### config.mk
export PLATFORM = sky130hd
export DESIGN_NAME = websocket_frame_deframer
export DESIGN_NICKNAME = d
export VERILOG_FILES = /design/src/hdl/wsd_pkg.sv /design/src/hdl/wsd_parser.sv /design/src/hdl/wsd_out_buf.sv /design/src/hdl/websocket_frame_deframer.sv
export SDC_FILE = /design/constraint.sdc
export NUM_CORES = 1
export LEC_CHECK = 0
export ABC_AREA = 1
export BUFFER_PORTS_ARGS = -buffer_cell sky130_fd_sc_hd__buf_2
export CORE_MARGIN = 2
export CORE_UTILIZATION = 45
export CTS_CLUSTER_DIAMETER = 50
export DETAILED_ROUTE_END_ITERATION = 10
export SETUP_SLACK_MARGIN = 0.5
export SLEW_MARGIN = 30
export SYNTH_ARGS = -nofsm -noshare
export SYNTH_HDL_FRONTEND = slang
export SYNTH_SLANG_ARGS = --single-unit
### constraint.sdc
create_clock -name clk_i -period 6.6 [get_ports clk_i]
set_clock_uncertainty 0.1 [all_clocks]
set_input_delay 0.33 -clock clk_i [delete_from_list [all_inputs] [get_ports clk_i]]
set_output_delay 0.33 -clock clk_i [all_outputs]
set_load 0.1 [all_outputs]
### src/hdl/wsd_pkg.sv
// ----------------------------------------------------------------------------
// wsd_pkg: shared types for the WebSocket frame deframer
// Result record passed from the header/payload parser to the output buffer.
// ----------------------------------------------------------------------------
package wsd_pkg;

  localparam logic KindHeader  = 1'b0;
  localparam logic KindPayload = 1'b1;

  typedef struct packed {
    logic        item_kind;
    logic [7:0]  payload_byte;
    logic [3:0]  message_opcode;
    logic [63:0] frame_length;
    logic        final_fragment;
    logic        message_end;
    logic        missing_fragment;
  } wsd_result_t;

endpackage

### src/hdl/wsd_parser.sv
// ----------------------------------------------------------------------------
// wsd_parser: frame header and payload parser
// Consumes one byte per request, updates the frame state and produces at most
// one result (header completed or unmasked payload byte) in the same cycle.
// ----------------------------------------------------------------------------
module wsd_parser
  import wsd_pkg::*;
(
  input  logic        clk_i,
  input  logic        rst_ni,
  input  logic        byte_valid_i,
  input  logic [7:0]  byte_i,
  output logic        res_valid_o,
  output wsd_result_t res_o
);

  typedef enum logic [2:0] {
    PhHdr0 = 3'd0,
    PhHdr1 = 3'd1,
    PhExt  = 3'd2,
    PhMask = 3'd3,
    PhBody = 3'd4
  } phase_e;

  localparam logic [6:0] LenCode16 = 7'h7E;
  localparam logic [6:0] LenCode64 = 7'h7F;

  phase_e      phase_q, phase_d;
  logic [3:0]  ext_left_q, ext_left_d;
  logic [63:0] len_acc_q, len_acc_d;
  logic [63:0] pay_left_q, pay_left_d;
  logic [7:0]  mask_key_q [4];
  logic [7:0]  mask_key_d [4];
  logic [1:0]  mask_idx_q, mask_idx_d;
  logic        masked_q, masked_d;
  logic        fin_q, fin_d;
  logic        prev_fin_q, prev_fin_d;
  logic [3:0]  opcode_q, opcode_d;
  logic [3:0]  held_op_q, held_op_d;

  logic        hdr_done;
  logic [63:0] hdr_len;
  logic [3:0]  hdr_op;
  logic [6:0]  len_code;
  logic [63:0] ext_len;
  logic [3:0]  ext_dec;
  logic [1:0]  mask_inc;
  logic [7:0]  key_byte;

  assign len_code = byte_i[6:0];
  assign ext_len  = {len_acc_q[55:0], byte_i};
  assign ext_dec  = ext_left_q - 4'd1;
  assign mask_inc = mask_idx_q + 2'd1;
  assign key_byte = mask_key_q[mask_idx_q];
  assign hdr_op   = (opcode_q != 4'd0) ? opcode_q : held_op_q;

  // Advance the frame state for one byte
  always_comb begin
    phase_d    = phase_q;
    ext_left_d = ext_left_q;
    len_acc_d  = len_acc_q;
    pay_left_d = pay_left_q;
    mask_key_d = mask_key_q;
    mask_idx_d = mask_idx_q;
    masked_d   = masked_q;
    fin_d      = fin_q;
    prev_fin_d = prev_fin_q;
    opcode_d   = opcode_q;
    held_op_d  = held_op_q;
    hdr_done   = 1'b0;
    hdr_len    = len_acc_q;
    res_valid_o = 1'b0;
    res_o       = '0;

    if (byte_valid_i) begin
      case (phase_q)
        PhHdr1: begin
          masked_d  = byte_i[7];
          len_acc_d = 64'd0;
          if (len_code == LenCode16) begin
            ext_left_d = 4'd2;
            phase_d    = PhExt;
          end else if (len_code == LenCode64) begin
            ext_left_d = 4'd8;
            phase_d    = PhExt;
          end else begin
            len_acc_d = {57'd0, len_code};
            hdr_len   = {57'd0, len_code};
            if (byte_i[7]) begin
              mask_idx_d = 2'd0;
              phase_d    = PhMask;
            end else begin
              hdr_done = 1'b1;
            end
          end
        end
        PhExt: begin
          len_acc_d  = ext_len;
          hdr_len    = ext_len;
          ext_left_d = ext_dec;
          if (ext_dec == 4'd0) begin
            if (masked_q) begin
              mask_idx_d = 2'd0;
              phase_d    = PhMask;
            end else begin
              hdr_done = 1'b1;
            end
          end
        end
        PhMask: begin
          mask_key_d[mask_idx_q] = byte_i;
          mask_idx_d = mask_inc;
          if (mask_inc == 2'd0) begin
            hdr_done = 1'b1;
          end
        end
        PhBody: begin
          res_valid_o          = 1'b1;
          res_o.item_kind      = KindPayload;
          res_o.payload_byte   = masked_q ? (byte_i ^ key_byte) : byte_i;
          res_o.message_opcode = held_op_q;
          res_o.final_fragment = fin_q;
          mask_idx_d = mask_inc;
          pay_left_d = pay_left_q - 64'd1;
          if (pay_left_q == 64'd1) begin
            res_o.message_end = fin_q;
            phase_d           = PhHdr0;
          end
        end
        default: begin
          fin_d    = byte_i[7];
          opcode_d = byte_i[3:0];
          phase_d  = PhHdr1;
        end
      endcase

      // Close the header: resolve opcode, load payload count, emit header
      if (hdr_done) begin
        held_op_d  = hdr_op;
        prev_fin_d = fin_q;
        pay_left_d = hdr_len;
        mask_idx_d = 2'd0;
        phase_d    = (hdr_len == 64'd0) ? PhHdr0 : PhBody;
        res_valid_o            = 1'b1;
        res_o.item_kind        = KindHeader;
        res_o.message_opcode   = hdr_op;
        res_o.frame_length     = hdr_len;
        res_o.final_fragment   = fin_q;
        res_o.message_end      = fin_q && (hdr_len == 64'd0);
        res_o.missing_fragment = !prev_fin_q && fin_q && (opcode_q != 4'd0);
      end
    end
  end

  // Hold frame state
  always_ff @(posedge clk_i or negedge rst_ni) begin
    if (!rst_ni) begin
      phase_q    <= PhHdr0;
      ext_left_q <= 4'd0;
      len_acc_q  <= 64'd0;
      pay_left_q <= 64'd0;
      mask_key_q <= '{default: 8'd0};
      mask_idx_q <= 2'd0;
      masked_q   <= 1'b0;
      fin_q      <= 1'b1;
      prev_fin_q <= 1'b1;
      opcode_q   <= 4'd0;
      held_op_q  <= 4'd0;
    end else begin
      phase_q    <= phase_d;
      ext_left_q <= ext_left_d;
      len_acc_q  <= len_acc_d;
      pay_left_q <= pay_left_d;
      mask_key_q <= mask_key_d;
      mask_idx_q <= mask_idx_d;
      masked_q   <= masked_d;
      fin_q      <= fin_d;
      prev_fin_q <= prev_fin_d;
      opcode_q   <= opcode_d;
      held_op_q  <= held_op_d;
    end
  end

endmodule

### src/hdl/wsd_out_buf.sv
// ----------------------------------------------------------------------------
// wsd_out_buf: two-entry result register with skid slot
// Holds results until the receiver takes them; signals full to the input side.
// ----------------------------------------------------------------------------
module wsd_out_buf
  import wsd_pkg::*;
(
  input  logic        clk_i,
  input  logic        rst_ni,
  input  logic        wr_valid_i,
  input  wsd_result_t wr_data_i,
  output logic        full_o,
  output logic        out_valid_o,
  input  logic        out_stall_i,
  output wsd_result_t out_data_o
);

  wsd_result_t entry_q [2];
  logic        wr_ptr_q, rd_ptr_q;
  logic [1:0]  count_q;
  logic        rd_fire;

  assign out_valid_o = (count_q != 2'd0);
  assign full_o      = (count_q == 2'd2);
  assign rd_fire     = out_valid_o && !out_stall_i;
  assign out_data_o  = entry_q[rd_ptr_q];

  // Store result payload
  always_ff @(posedge clk_i) begin
    if (wr_valid_i) begin
      entry_q[wr_ptr_q] <= wr_data_i;
    end
  end

  // Advance pointers and occupancy
  always_ff @(posedge clk_i or negedge rst_ni) begin
    if (!rst_ni) begin
      wr_ptr_q <= 1'b0;
      rd_ptr_q <= 1'b0;
      count_q  <= 2'd0;
    end else begin
      if (wr_valid_i) begin
        wr_ptr_q <= !wr_ptr_q;
      end
      if (rd_fire) begin
        rd_ptr_q <= !rd_ptr_q;
      end
      case ({wr_valid_i, rd_fire})
        2'b10:   count_q <= count_q + 2'd1;
        2'b01:   count_q <= count_q - 2'd1;
        default: count_q <= count_q;
      endcase
    end
  end

endmodule

### src/hdl/websocket_frame_deframer.sv
// ----------------------------------------------------------------------------
// websocket_frame_deframer: receive-side WebSocket frame parser
// Splits a byte stream into frame headers and unmasked payload bytes.
// ----------------------------------------------------------------------------
// Usage:
//   Input channel rx_*: one stream byte per request (rx_valid_i, rx_stall_o).
//   Output channel out_*: one result per request (out_valid_o, out_stall_i).
//   Header bytes yield nothing until the header is complete; then a header
//   result (item_kind 0) carries opcode, length, FIN and the missing-fragment
//   flag. Each payload byte then yields one data result (item_kind 1).
//   Output: each result is registered in the result buffer before it is shown.
//   Throughput: one byte per cycle while rx_stall_o is low; the two-entry
//   result buffer lets a byte be taken while a result waits.
//   Stall: results are held in the buffer; rx_stall_o rises once both
//   entries are occupied, and the parser holds its state meanwhile.
//   Reset: parser expects the first header byte, FIN history is set,
//   held opcode and mask key are zero, and the buffer is empty.
// ----------------------------------------------------------------------------
module websocket_frame_deframer
  import wsd_pkg::*;
(
  input  logic        clk_i,
  input  logic        rst_ni,
  input  logic        rx_valid_i,
  output logic        rx_stall_o,
  input  logic [7:0]  rx_byte_i,
  output logic        out_valid_o,
  input  logic        out_stall_i,
  output logic        item_kind_o,
  output logic [7:0]  payload_byte_o,
  output logic [3:0]  message_opcode_o,
  output logic [63:0] frame_length_o,
  output logic        final_fragment_o,
  output logic        message_end_o,
  output logic        missing_fragment_o
);

  logic        buf_full;
  logic        rx_fire;
  logic        res_valid;
  wsd_result_t res;
  wsd_result_t out_res;

  assign rx_stall_o = buf_full;
  assign rx_fire    = rx_valid_i && !buf_full;

  // Parse one byte per request
  wsd_parser u_parser (
    .clk_i        (clk_i),
    .rst_ni       (rst_ni),
    .byte_valid_i (rx_fire),
    .byte_i       (rx_byte_i),
    .res_valid_o  (res_valid),
    .res_o        (res)
  );

  // Hold results for the receiver
  wsd_out_buf u_out_buf (
    .clk_i       (clk_i),
    .rst_ni      (rst_ni),
    .wr_valid_i  (res_valid),
    .wr_data_i   (res),
    .full_o      (buf_full),
    .out_valid_o (out_valid_o),
    .out_stall_i (out_stall_i),
    .out_data_o  (out_res)
  );

  assign item_kind_o        = out_res.item_kind;
  assign payload_byte_o     = out_res.payload_byte;
  assign message_opcode_o   = out_res.message_opcode;
  assign frame_length_o     = out_res.frame_length;
  assign final_fragment_o   = out_res.final_fragment;
  assign message_end_o      = out_res.message_end;
  assign missing_fragment_o = out_res.missing_fragment;

endmodule
==> reports/metrics.csv, run 1 <==
metric,value,unit
total power draw,10.8,mW
Nets,2211,
vias,14500,
hold path depth,3,
Yosys reg bits,344,
top cell type's share of synthesized area,0.278,
Psw,5.45,mW
Detailed Route WL,49000,um
syn avg cell area,8.12,sq um
Critical Path AT,3.93,ns
FF-to-FF setup slack,2.75,ns
first-pass iteration count of the detailed router,6,
Post-Place Cells,2654,
layout cells sized above 1,0.0908,
CTS root buf,clkbuf_16,
"antenna viol nets, final",0,
P per Cell Area,549,nW/um^2
# port buffers,93,
DR WL/cell,17.9,um
Die Y,200,um
Via density,5.29,
Final HPWL DP,33300,um
wl on met1,21800,um
die area,40000,sq um
reg2reg end,u_out_buf.entry_q[0][29],
Worst Path Required,6.68,ns
FMAX,260,MHz
fin area,19600,sq um
highest routed layer,met4,
Yosys cell types,44,
Hold WS,0.0944,ns
worst skew pair latency,0.56,ns
largest family of logic cells by synthesized area,simple AND/OR/NAND/NOR gates,
Worst Reg-to-Reg Cells,9,
YS warnings,0,
H-tree depth,2,
total grt overflow,0,
Seq pwr share,0.301,
leakage power,8.42,nW
post-synthesis compound-gate area fraction,0.104,
core area,37800,sq um
CTS sink count,344,
max cap viols,0,
DR iter-0 viols,1349,
Critical Path Sink Type,flop,
mux cell area share after synthesis,0.00130,
Worst Hold Class,in2reg,
Post-synth EDFFs,160,
maximum VDD drop,393,uV
combinational power share,0.477,
global-route wire length before repair,76900,um
Main synth FF type,dfrtp_1,
synth top area cells,"edfxtp_1 28%, dfrtp_1 26%, nand2_1 13%",
postcts setup bufs,0,
minimum clock period,3.85,ns
"Slew Viols, Final",0,
crit start category,flop,
sequential fraction of the synthesis area,0.545,
CTS tree,built,
ys async rst share,0.535,
power share of the clock group,0.221,
xor/xnor share of the synthesized area,0.0233,
Hold Path End,u_parser.mask_key_q[14],
adder-cell area share of the yosys netlist,0.00652,
outcome,"complete, no violations",
final setup violation count,0,
largest area contributor in the netlist,edfxtp_1,
fill cell count,3625,
CTS Buf Count,43,
mapped cell area,17300,sq um
io pins,94,
clk buf depth,3,
Final Hold Fails,0,
largest net degree at the start of global routing,82,
switch share,0.507,
TNS Setup,0,ns
top cell types by occurrence after synthesis,"611 x nand2_1, 339 x nor2_1, 204 x o21ai_0, 201 x inv_1, 182 x dfrtp_1",
HP Start,rx_byte_i[6],
CP max FO,80,
Cell Rows,71,
Residual DRC,0,
total track usage,0.251,
wire length on met3,3820,um
post-synthesis simple-gate area fraction,0.252,
Reg2Reg Launch Point,u_parser.phase_q[0],
area grow syn2layout,13.5,%
metal2 WL,22300,um
unrepaired setup endpoints after global routing,no,
Mapped Cells,2127,
Worst Tran Pin Value,0.992,ns
fin cells,2737,
CP Class,reg2reg,
Die Wd,200,um
vias in the first global route,13800,
placed cell areas,18100,sq um
Initial Util,0.457,
clock-pin slew on the worst setup and hold paths,0.06,ns
Pint,5.31,mW
period utilization,0.584,
initial antenna violation count,2,
syn nets,2148,
most numerous cell in the Yosys netlist,nand2_1,
max_slew headroom,0.332,
GPL Wtd Cong,0.944,
==> per-stage QoR <==
step                utilization  setup slack [ns]
global route              0.519              2.47
CTS                       0.519              2.75
global placement          0.480              2.55
finish                    0.519              2.75
floorplan                     -             0.995
detailed placement        0.480              2.77
==> cell families after synthesis <==
group | count (synthesis)
adder cells (fa/ha/maj) | 9
multiplexers | 2
AND/OR/NAND/NOR | 1088
flip-flops | 344
XOR/XNOR | 46
AO/OA/AOI/OAI | 337
buffers and inverters | 301
==> layout by cell type, fill, tap and decap left out, drive strengths merged, types with 15 or more instances in the layout <==
cell type / instances
clkbuf: 58
nand3: 85
dfrtp: 182
o21ai: 225
buf: 108
inv: 210
nand2: 615
edfxtp: 160
nor2: 344
xnor2: 22
o22ai: 21
nor3: 19
nand4: 15
a31oi: 18
xor2: 24
a21oi: 57
==> how the worst max path moves through the flow <==
stage                                 startpoint                  endpoint  slack [ns]  depth (start not counted)
after global routing         u_parser.phase_q[0]  u_out_buf.entry_q[0][33]        2.47                          9
after global placement       u_parser.phase_q[0]  u_out_buf.entry_q[0][33]        2.55                          9
after floorplan           u_parser.ext_left_q[0]   u_out_buf.entry_q[1][0]        0.99                         10
after detailed placement     u_parser.phase_q[0]  u_out_buf.entry_q[0][33]        2.77                          9
after CTS                    u_parser.phase_q[0]  u_out_buf.entry_q[0][38]        2.75                          9
final                        u_parser.phase_q[0]  u_out_buf.entry_q[0][29]        2.75                          9
==> cell type report <==
type                            instances  area [sq um]  area share
Antenna cell                            2          5.00    0.000255
Clock buffer                           57          1170      0.0597
Clock inverter                         22           263      0.0134
Inverter                              208           783      0.0400
Multi-Input combinational cell       1482          6710       0.342
Sequential cell                       344          9410       0.480
Tap cell                              511           639      0.0326
Timing Repair Buffer                  111           622      0.0317
==> critical path: stages (launching register included) <==
cell	delay, ns
dfrtp_1	0.39
inv_2	0.10
nand3_4	0.48
or2_1	0.47
o21ai_4	0.19
nand2_4	0.33
nand2_4	0.16
inv_2	0.34
nor2_4	0.20
buf_6	0.62
==> sequential cells by signal (all words and copies together), names as in the netlist, 2 cells and up <==
name                 cells
u_out_buf.count_q        2
u_out_buf.entry_q      160
u_parser.ext_left_q      4
u_parser.held_op_q       4
u_parser.len_acc_q      64
u_parser.mask_idx_q      2
u_parser.mask_key_q     32
u_parser.opcode_q        4
u_parser.pay_left_q     64
u_parser.phase_q         3
==> power by group through the flow <==
stage          combinational (mW)  clock, mW  sequential, mW
5_1_grt                      5.60       2.50            3.31
3_3_place_gp                 5.07          0            3.26
4_1_cts                      5.13       2.42            3.23
6_report                     5.14       2.38            3.24
3_5_place_dp                 5.11          0            3.27
2_1_floorplan                4.08          0            3.15
==> per-layer routing <==
layer,vias up,GRT usage
li1,6992,-
met1,6949,0.355
met2,462,0.392
met3,77,0.0554
met4,0,0.0672
met5,-,0
==> timing repair <==
item	4_1_cts	5_1_grt
gates resized for setup	0	0
hold buffers	2	0
hold endpoints to repair	60	0
(Power assumes the default switching activity.)
==> inputs of run 2 (changes only) <==
Clock period 6.6 ns to 3.46 ns, I/O delays scaled along.
==> run 2 against run 1 <==
Compared with the run above:
- wire length increased by 2.3%
- clock power grew 81%
- combinational power is 98% higher
- die area did not move
- flip-flop and latch count stayed put
- via count is 0.54% higher
- critical path type unchanged
==> reports/metrics.csv, run 2 (synthesis results as in run 1) <==
metric,value,unit
outcome,"complete, no violations",
total grt overflow,0,
GPL Wtd Cong,0.934,
Die Y,200,um
max reg flops,160,
Final Hold Fails,0,
worst skew pair latency,0.57,ns
area grow syn2layout,16.0,%
largest net degree at the start of global routing,100,
Worst Path Required,3.77,ns
H-tree depth,2,
Detailed Route WL,50100,um
max_slew headroom,0.363,
layout cells sized above 1,0.108,
io pins,94,
Critical Path AT,3.12,ns
TNS Setup,0,ns
total power draw,20.7,mW
ant diodes,0,
max cap viols,0,
initial antenna violation count,1,
"most common cell after layout, fill and taps aside",nand2_1,
CTS tree,built,
global routing's busiest layer,met2,
Die Wd,200,um
DR iter-0 viols,1345,
period utilization,0.811,
clock-pin slew on the worst setup and hold paths,0.06,ns
CTS root buf,clkbuf_16,
maximum VDD drop,680,uV
Worst Tran Pin Value,0.945,ns
leakage power,8.62,nW
Residual DRC,0,
Cell Rows,71,
die area,40000,sq um
P per Cell Area,1030,nW/um^2
global-route wire length before repair,76100,um
Worst Hold Class,in2reg,
core area,37800,sq um
Via density,5.25,
vias in the first global route,13400,
total track usage,0.252,
Final HPWL DP,35100,um
CTS sink count,344,
final setup violation count,0,
Critical Path Sink Type,flop,
minimum clock period,2.81,ns
Top Registers,"u_out_buf.entry_q: 160 flops, u_parser.len_acc_q: 64 flops, u_parser.pay_left_q: 64 flops",
unrepaired setup endpoints after global routing,no,
final core utilization,0.530,
"Slew Viols, Final",0,
DR WL/cell,18.1,um
crit start category,flop,
Nets,2247,
fin cells,2771,
"antenna viol nets, final",0,
Post-Place Cells,2675,
# port buffers,93,
Initial Util,0.457,
vias,14600,
CP max FO,28,
first-pass iteration count of the detailed router,6,
met2 usage,0.392,
CTS Buf Count,42,
CP Class,reg2reg,
final setup margin,0.654,ns
clk buf depth,3,
largest reg by FF count,u_out_buf.entry_q,
post-place setup slack,0.378,ns
met1 Usage GRT,0.361,
most frequent cells in the layout,"610 x nand2_1, 336 x nor2_1, 203 x o21ai_0, 198 x inv_1, 181 x dfrtp_1",
FMAX,356,MHz
GR met3 Demand/Resource,0.0539,
## run 2: changes by cell type in the layout (fill, tap and decap cells not counted), moves of 3 or more
cell | before | now
clkbuf_1 | 12 | 8
buf_12 | 0 | 10
inv_1 | 201 | 198
buf_4 | 14 | 30
clkinv_2 | 4 | 7
dlygate4sd3_1 | 2 | 10
## run 2: layout make-up
cell class / instances / area, sq um
repair buffers: 148 / 1070
fillers: 3584 / 17700
clock inverters: 27 / 263
multi-input cells: 1482 / 6760
clock buffers: 51 / 1090
flip-flops and latches: 344 / 9410
inverters: 208 / 787
well taps: 511 / 639
## run 2: power breakdown
group | internal (mW) | switching (mW) | leakage (nW)
Combinational | 2.20 | 7.96 | 4.12
Sequential | 5.38 | 0.860 | 3.84
Clock | 2.52 | 1.79 | 0.660
## run 2: worst max-delay path, cell delays in order, from the launching register on
cell and delay [ns]:
dfrtp_1 0.46, nor3_4 0.25, nand2_2 0.16, buf_12 0.21
nand2_4 0.21, o21ai_0 0.13, buf_4 0.17, nor2_1 0.09
nand2_1 0.06, nor2_1 0.18, nand2_1 0.09, nor2_1 0.14
nand3_1 0.14, a21oi_2 0.22
## run 2: per-layer routing
metal	wire, um	up-vias
met4	924	0
li1	-	7066
met3	3710	68
met5	0	-
met2	22800	429
met1	22700	6995
## run 2: timing repair
| item | 4_1_cts | 5_1_grt |
|---|---|---|
| pin swaps | 0 | 2 |
| hold buffers | 10 | 0 |
| endpoints found under the setup margin | 2 | 166 |
| gates cloned | 0 | 1 |
| setup buffers | 3 | 4 |
| endpoints found under the hold margin | 144 | 0 |
| gates resized for setup | 3 | 8 |
## run 2: path summary, 6_finish.rpt
kind	depth (start not counted)	slack, ns	end	start
min in group asynchronous	2	0.16	u_parser.mask_key_q[25]	rst_ni
worst min register to register	2	0.37	u_parser.prev_fin_q	u_parser.prev_fin_q
max in group asynchronous	3	2.27	u_parser.prev_fin_q	rst_ni
worst max-delay path	13	0.65	u_out_buf.entry_q[0][1]	u_parser.phase_q[1]
worst max register to register	13	0.65	u_out_buf.entry_q[0][1]	u_parser.phase_q[1]
worst min-delay path	6	0.15	u_parser.prev_fin_q	rx_valid_i
## run 2: metrics by stage
stage | hold slack [ns] | area, sq um
final | 0.149 | 20000
after global routing | 0.159 | 20000
after CTS | 0.119 | 19900
after detailed placement | 0.258 | 18400
after global placement | 0.261 | 18400
after floorplan | -0.223 | 17300
==> inputs of run 3 (changes only) <==
Settings changed: ABC_AREA 1 to 0.
Clock period 3.46 ns to 2.7 ns, I/O delays scaled along.
==> run 3 against run 2 <==
Compared with the run above:
- sequential share of layout area down 9.3 points
- combinational power is 63% higher
- total power is 48% higher
- first-iteration DRC count is 36% higher
- cell count down 15%
- non-clock buffer count is 288 higher
- critical endpoint is now u_parser.pay_left_q[61]
- area after synthesis fell by 3.5%
- worst hold slack worse by 0.083 ns
- cell area is 25% higher
- critical path depth is 5 lower
- the flow now finishes with violations (setup timing)
==> reports/metrics.csv, run 3 <==
metric,value,unit
Reg2Reg Launch Point,u_parser.pay_left_q[7],
"antenna viol nets, final",0,
"Slew Viols, Final",0,
FMAX,352,MHz
Psw,13.6,mW
area grow syn2layout,49.9,%
# port buffers,93,
Post-synth EDFFs,160,
top cell type's share of synthesized area,0.288,
period utilization,1.05,
Top Registers,"u_out_buf.entry_q: 160 flops, u_parser.len_acc_q: 64 flops, u_parser.pay_left_q: 64 flops",
total grt overflow,0,
post-place setup slack,0.00591,ns
YS warnings,0,
Mapped Cells,1469,
core area,36500,sq um
Detailed Route WL,64300,um
CP endpoint,u_parser.pay_left_q[61],
CP max FO,4,
unrepaired setup endpoints after global routing,yes,
CTS Buf Count,43,
Worst Hold Class,in2async,
largest net degree at the start of global routing,97,
leakage power,9.94,nW
Cell Rows,70,
max cap viols,0,
syn avg cell area,11.3,sq um
CTS tree,built,
combinational power share,0.542,
Yosys reg bits,344,
Critical Path AT,3.18,ns
ant diodes,0,
max reg flops,160,
global-route wire length before repair,86400,um
die area,38600,sq um
syn nets,1490,
largest reg by FF count,u_out_buf.entry_q,
Die Wd,196,um
"most common cell after layout, fill and taps aside",buf_4,
Die Y,196,um
clock-pin slew on the worst setup and hold paths,0.06,ns
CP Class,reg2reg,
worst skew pair latency,0.57,ns
max_slew headroom,0.493,
total power draw,30.5,mW
Nets,1874,
power share of the clock group,0.197,
vias,15100,
DR iter-0 viols,1824,
P per Cell Area,1220,nW/um^2
fin area,25000,sq um
Pint,17.0,mW
Critical Path Sink Type,flop,
Initial Util,0.456,
final core utilization,0.684,
largest area contributor in the netlist,edfxtp_1,
GPL Wtd Cong,0.966,
most numerous cell in the Yosys netlist,dfrtp_1,
Residual DRC,0,
DR WL/cell,27.3,um
initial antenna violation count,1,
Final Hold Fails,0,
final setup violation count,3,
minimum clock period,2.84,ns
Worst Path Required,3.04,ns
top cell types by occurrence after synthesis,"182 x dfrtp_1, 160 x edfxtp_1, 132 x nand2_1, 118 x mux2_2, 107 x nor2_1",
CTS root buf,clkbuf_16,
failing checks,setup timing,
clk buf depth,3,
CTS sink count,344,
crit start category,flop,
Worst Reg-to-Reg Cells,8,
first-pass iteration count of the detailed router,7,
switch share,0.445,
placed cell areas,18800,sq um
FF-to-FF setup slack,-0.14,ns
Yosys cell types,76,
mapped cell area,16700,sq um
Final HPWL DP,33300,um
Critical path origin,u_parser.pay_left_q[7],
ys async rst share,0.535,
H-tree depth,2,
Worst Tran Pin Value,0.753,ns
io pins,94,
synth top area cells,"edfxtp_1 29%, dfrtp_1 27%, mux2_2 8.0%",
reg2reg end,u_parser.pay_left_q[61],
maximum VDD drop,603,uV
layout cells sized above 1,0.475,
Main synth FF type,dfrtp_1,
final setup margin,-0.139,ns
Seq pwr share,0.261,
total track usage,0.296,
outcome,"complete, but fails checks",
vias in the first global route,14200,
Via density,6.42,
most frequent cells in the layout,"219 x buf_4, 174 x dfrtp_1, 160 x edfxtp_1, 120 x nand2_1, 118 x mux2_2",
sequential fraction of the synthesis area,0.565,
## run 3: cell types whose count changed in the layout (fill, tap and decap cells not counted), moves of 51 or more
cell	change
buf_2	-51
a22o_1	+84
nand3_1	-61
inv_1	-184
buf_4	+189
nand2_1	-490
o21ai_0	-173
nor2_1	-266
mux2_2	+116
## run 3: power groups by stage
stage                     clock (mW)  combinational, mW  sequential [mW]
after floorplan                    0               8.55             7.53
after global placement             0               11.4             7.91
after detailed placement           0               11.5             7.95
after CTS                       6.06               14.3             7.78
after global routing            6.28               17.1             8.06
final                           6.02               16.6             7.97
## run 3: kinds of logic after synthesis
logic type,Yosys count,synth area share
flops,344,0.565
compound gates,355,0.140
xor+xnor,13,0.00683
buf+inv,118,0.0281
fa+ha+maj,9,0.00676
mux,143,0.101
simple gates,487,0.153
## run 3: what timing repair did
| item | 4_1_cts | 5_1_grt |
|---|---|---|
| pin swaps | 50 | 85 |
| hold buffers | 12 | 0 |
| gates cloned | 31 | 26 |
| endpoints found under the setup margin | 518 | 476 |
| endpoints found under the hold margin | 232 | 0 |
| resized for setup | 238 | 265 |
| setup buffers | 98 | 47 |
## run 3: cell type report
cell class                      count  area [sq um]
Fill cell                        2525         11500
Timing Repair Buffer              436          5060
Sequential cell                   344          9420
Inverter                           18          77.6
Clock buffer                       55          1190
Tap cell                          468           586
Multi-Input combinational cell   1010          8360
Clock inverter                     24           287
## run 3: through the flow
| stage | std cells | setup TNS (ns) | hold slack, ns |
|---|---|---|---|
| 6_report | 2355 | -0.197 | 0.0655 |
| 2_1_floorplan | 1469 | -86.95 | -0.261 |
| 3_3_place_gp | 2062 | 0 | -0.141 |
| 5_1_grt | 2355 | -0.257 | 0.116 |
| 3_5_place_dp | 2062 | 0 | -0.140 |
| 4_1_cts | 2282 | 0 | 0.0935 |
## run 3: per-layer routing
layer	vias up	routed length, um	GRT usage
li1	6352	-	-
met1	7525	24600	0.397
met2	955	29100	0.463
met3	291	6390	0.0561
met4	0	4160	0.148
met5	-	0	0
## run 3: worst min-delay path by stage
stage | to | cells past startpoint | from | slack (ns)
after CTS | u_out_buf.count_q[0] | 3 | rst_ni | 0.09
after global routing | u_out_buf.rd_ptr_q | 3 | rst_ni | 0.12
final | u_parser.len_acc_q[5] | 3 | rst_ni | 0.07
after detailed placement | u_parser.mask_key_q[18] | 1 | rst_ni | -0.14
after global placement | u_parser.mask_key_q[18] | 1 | rst_ni | -0.14
after floorplan | u_out_buf.count_q[0] | 0 | rst_ni | -0.26
## run 3: critical path, cell delays in order, from the launching register on
cell	delay, ns
dfrtp_1	0.41
nor4_4	0.53
nand2b_1	0.18
or4_4	0.61
nor4b_4	0.28
buf_4	0.18
a31oi_1	0.11
o21ai_1	0.19
nand3b_1	0.12
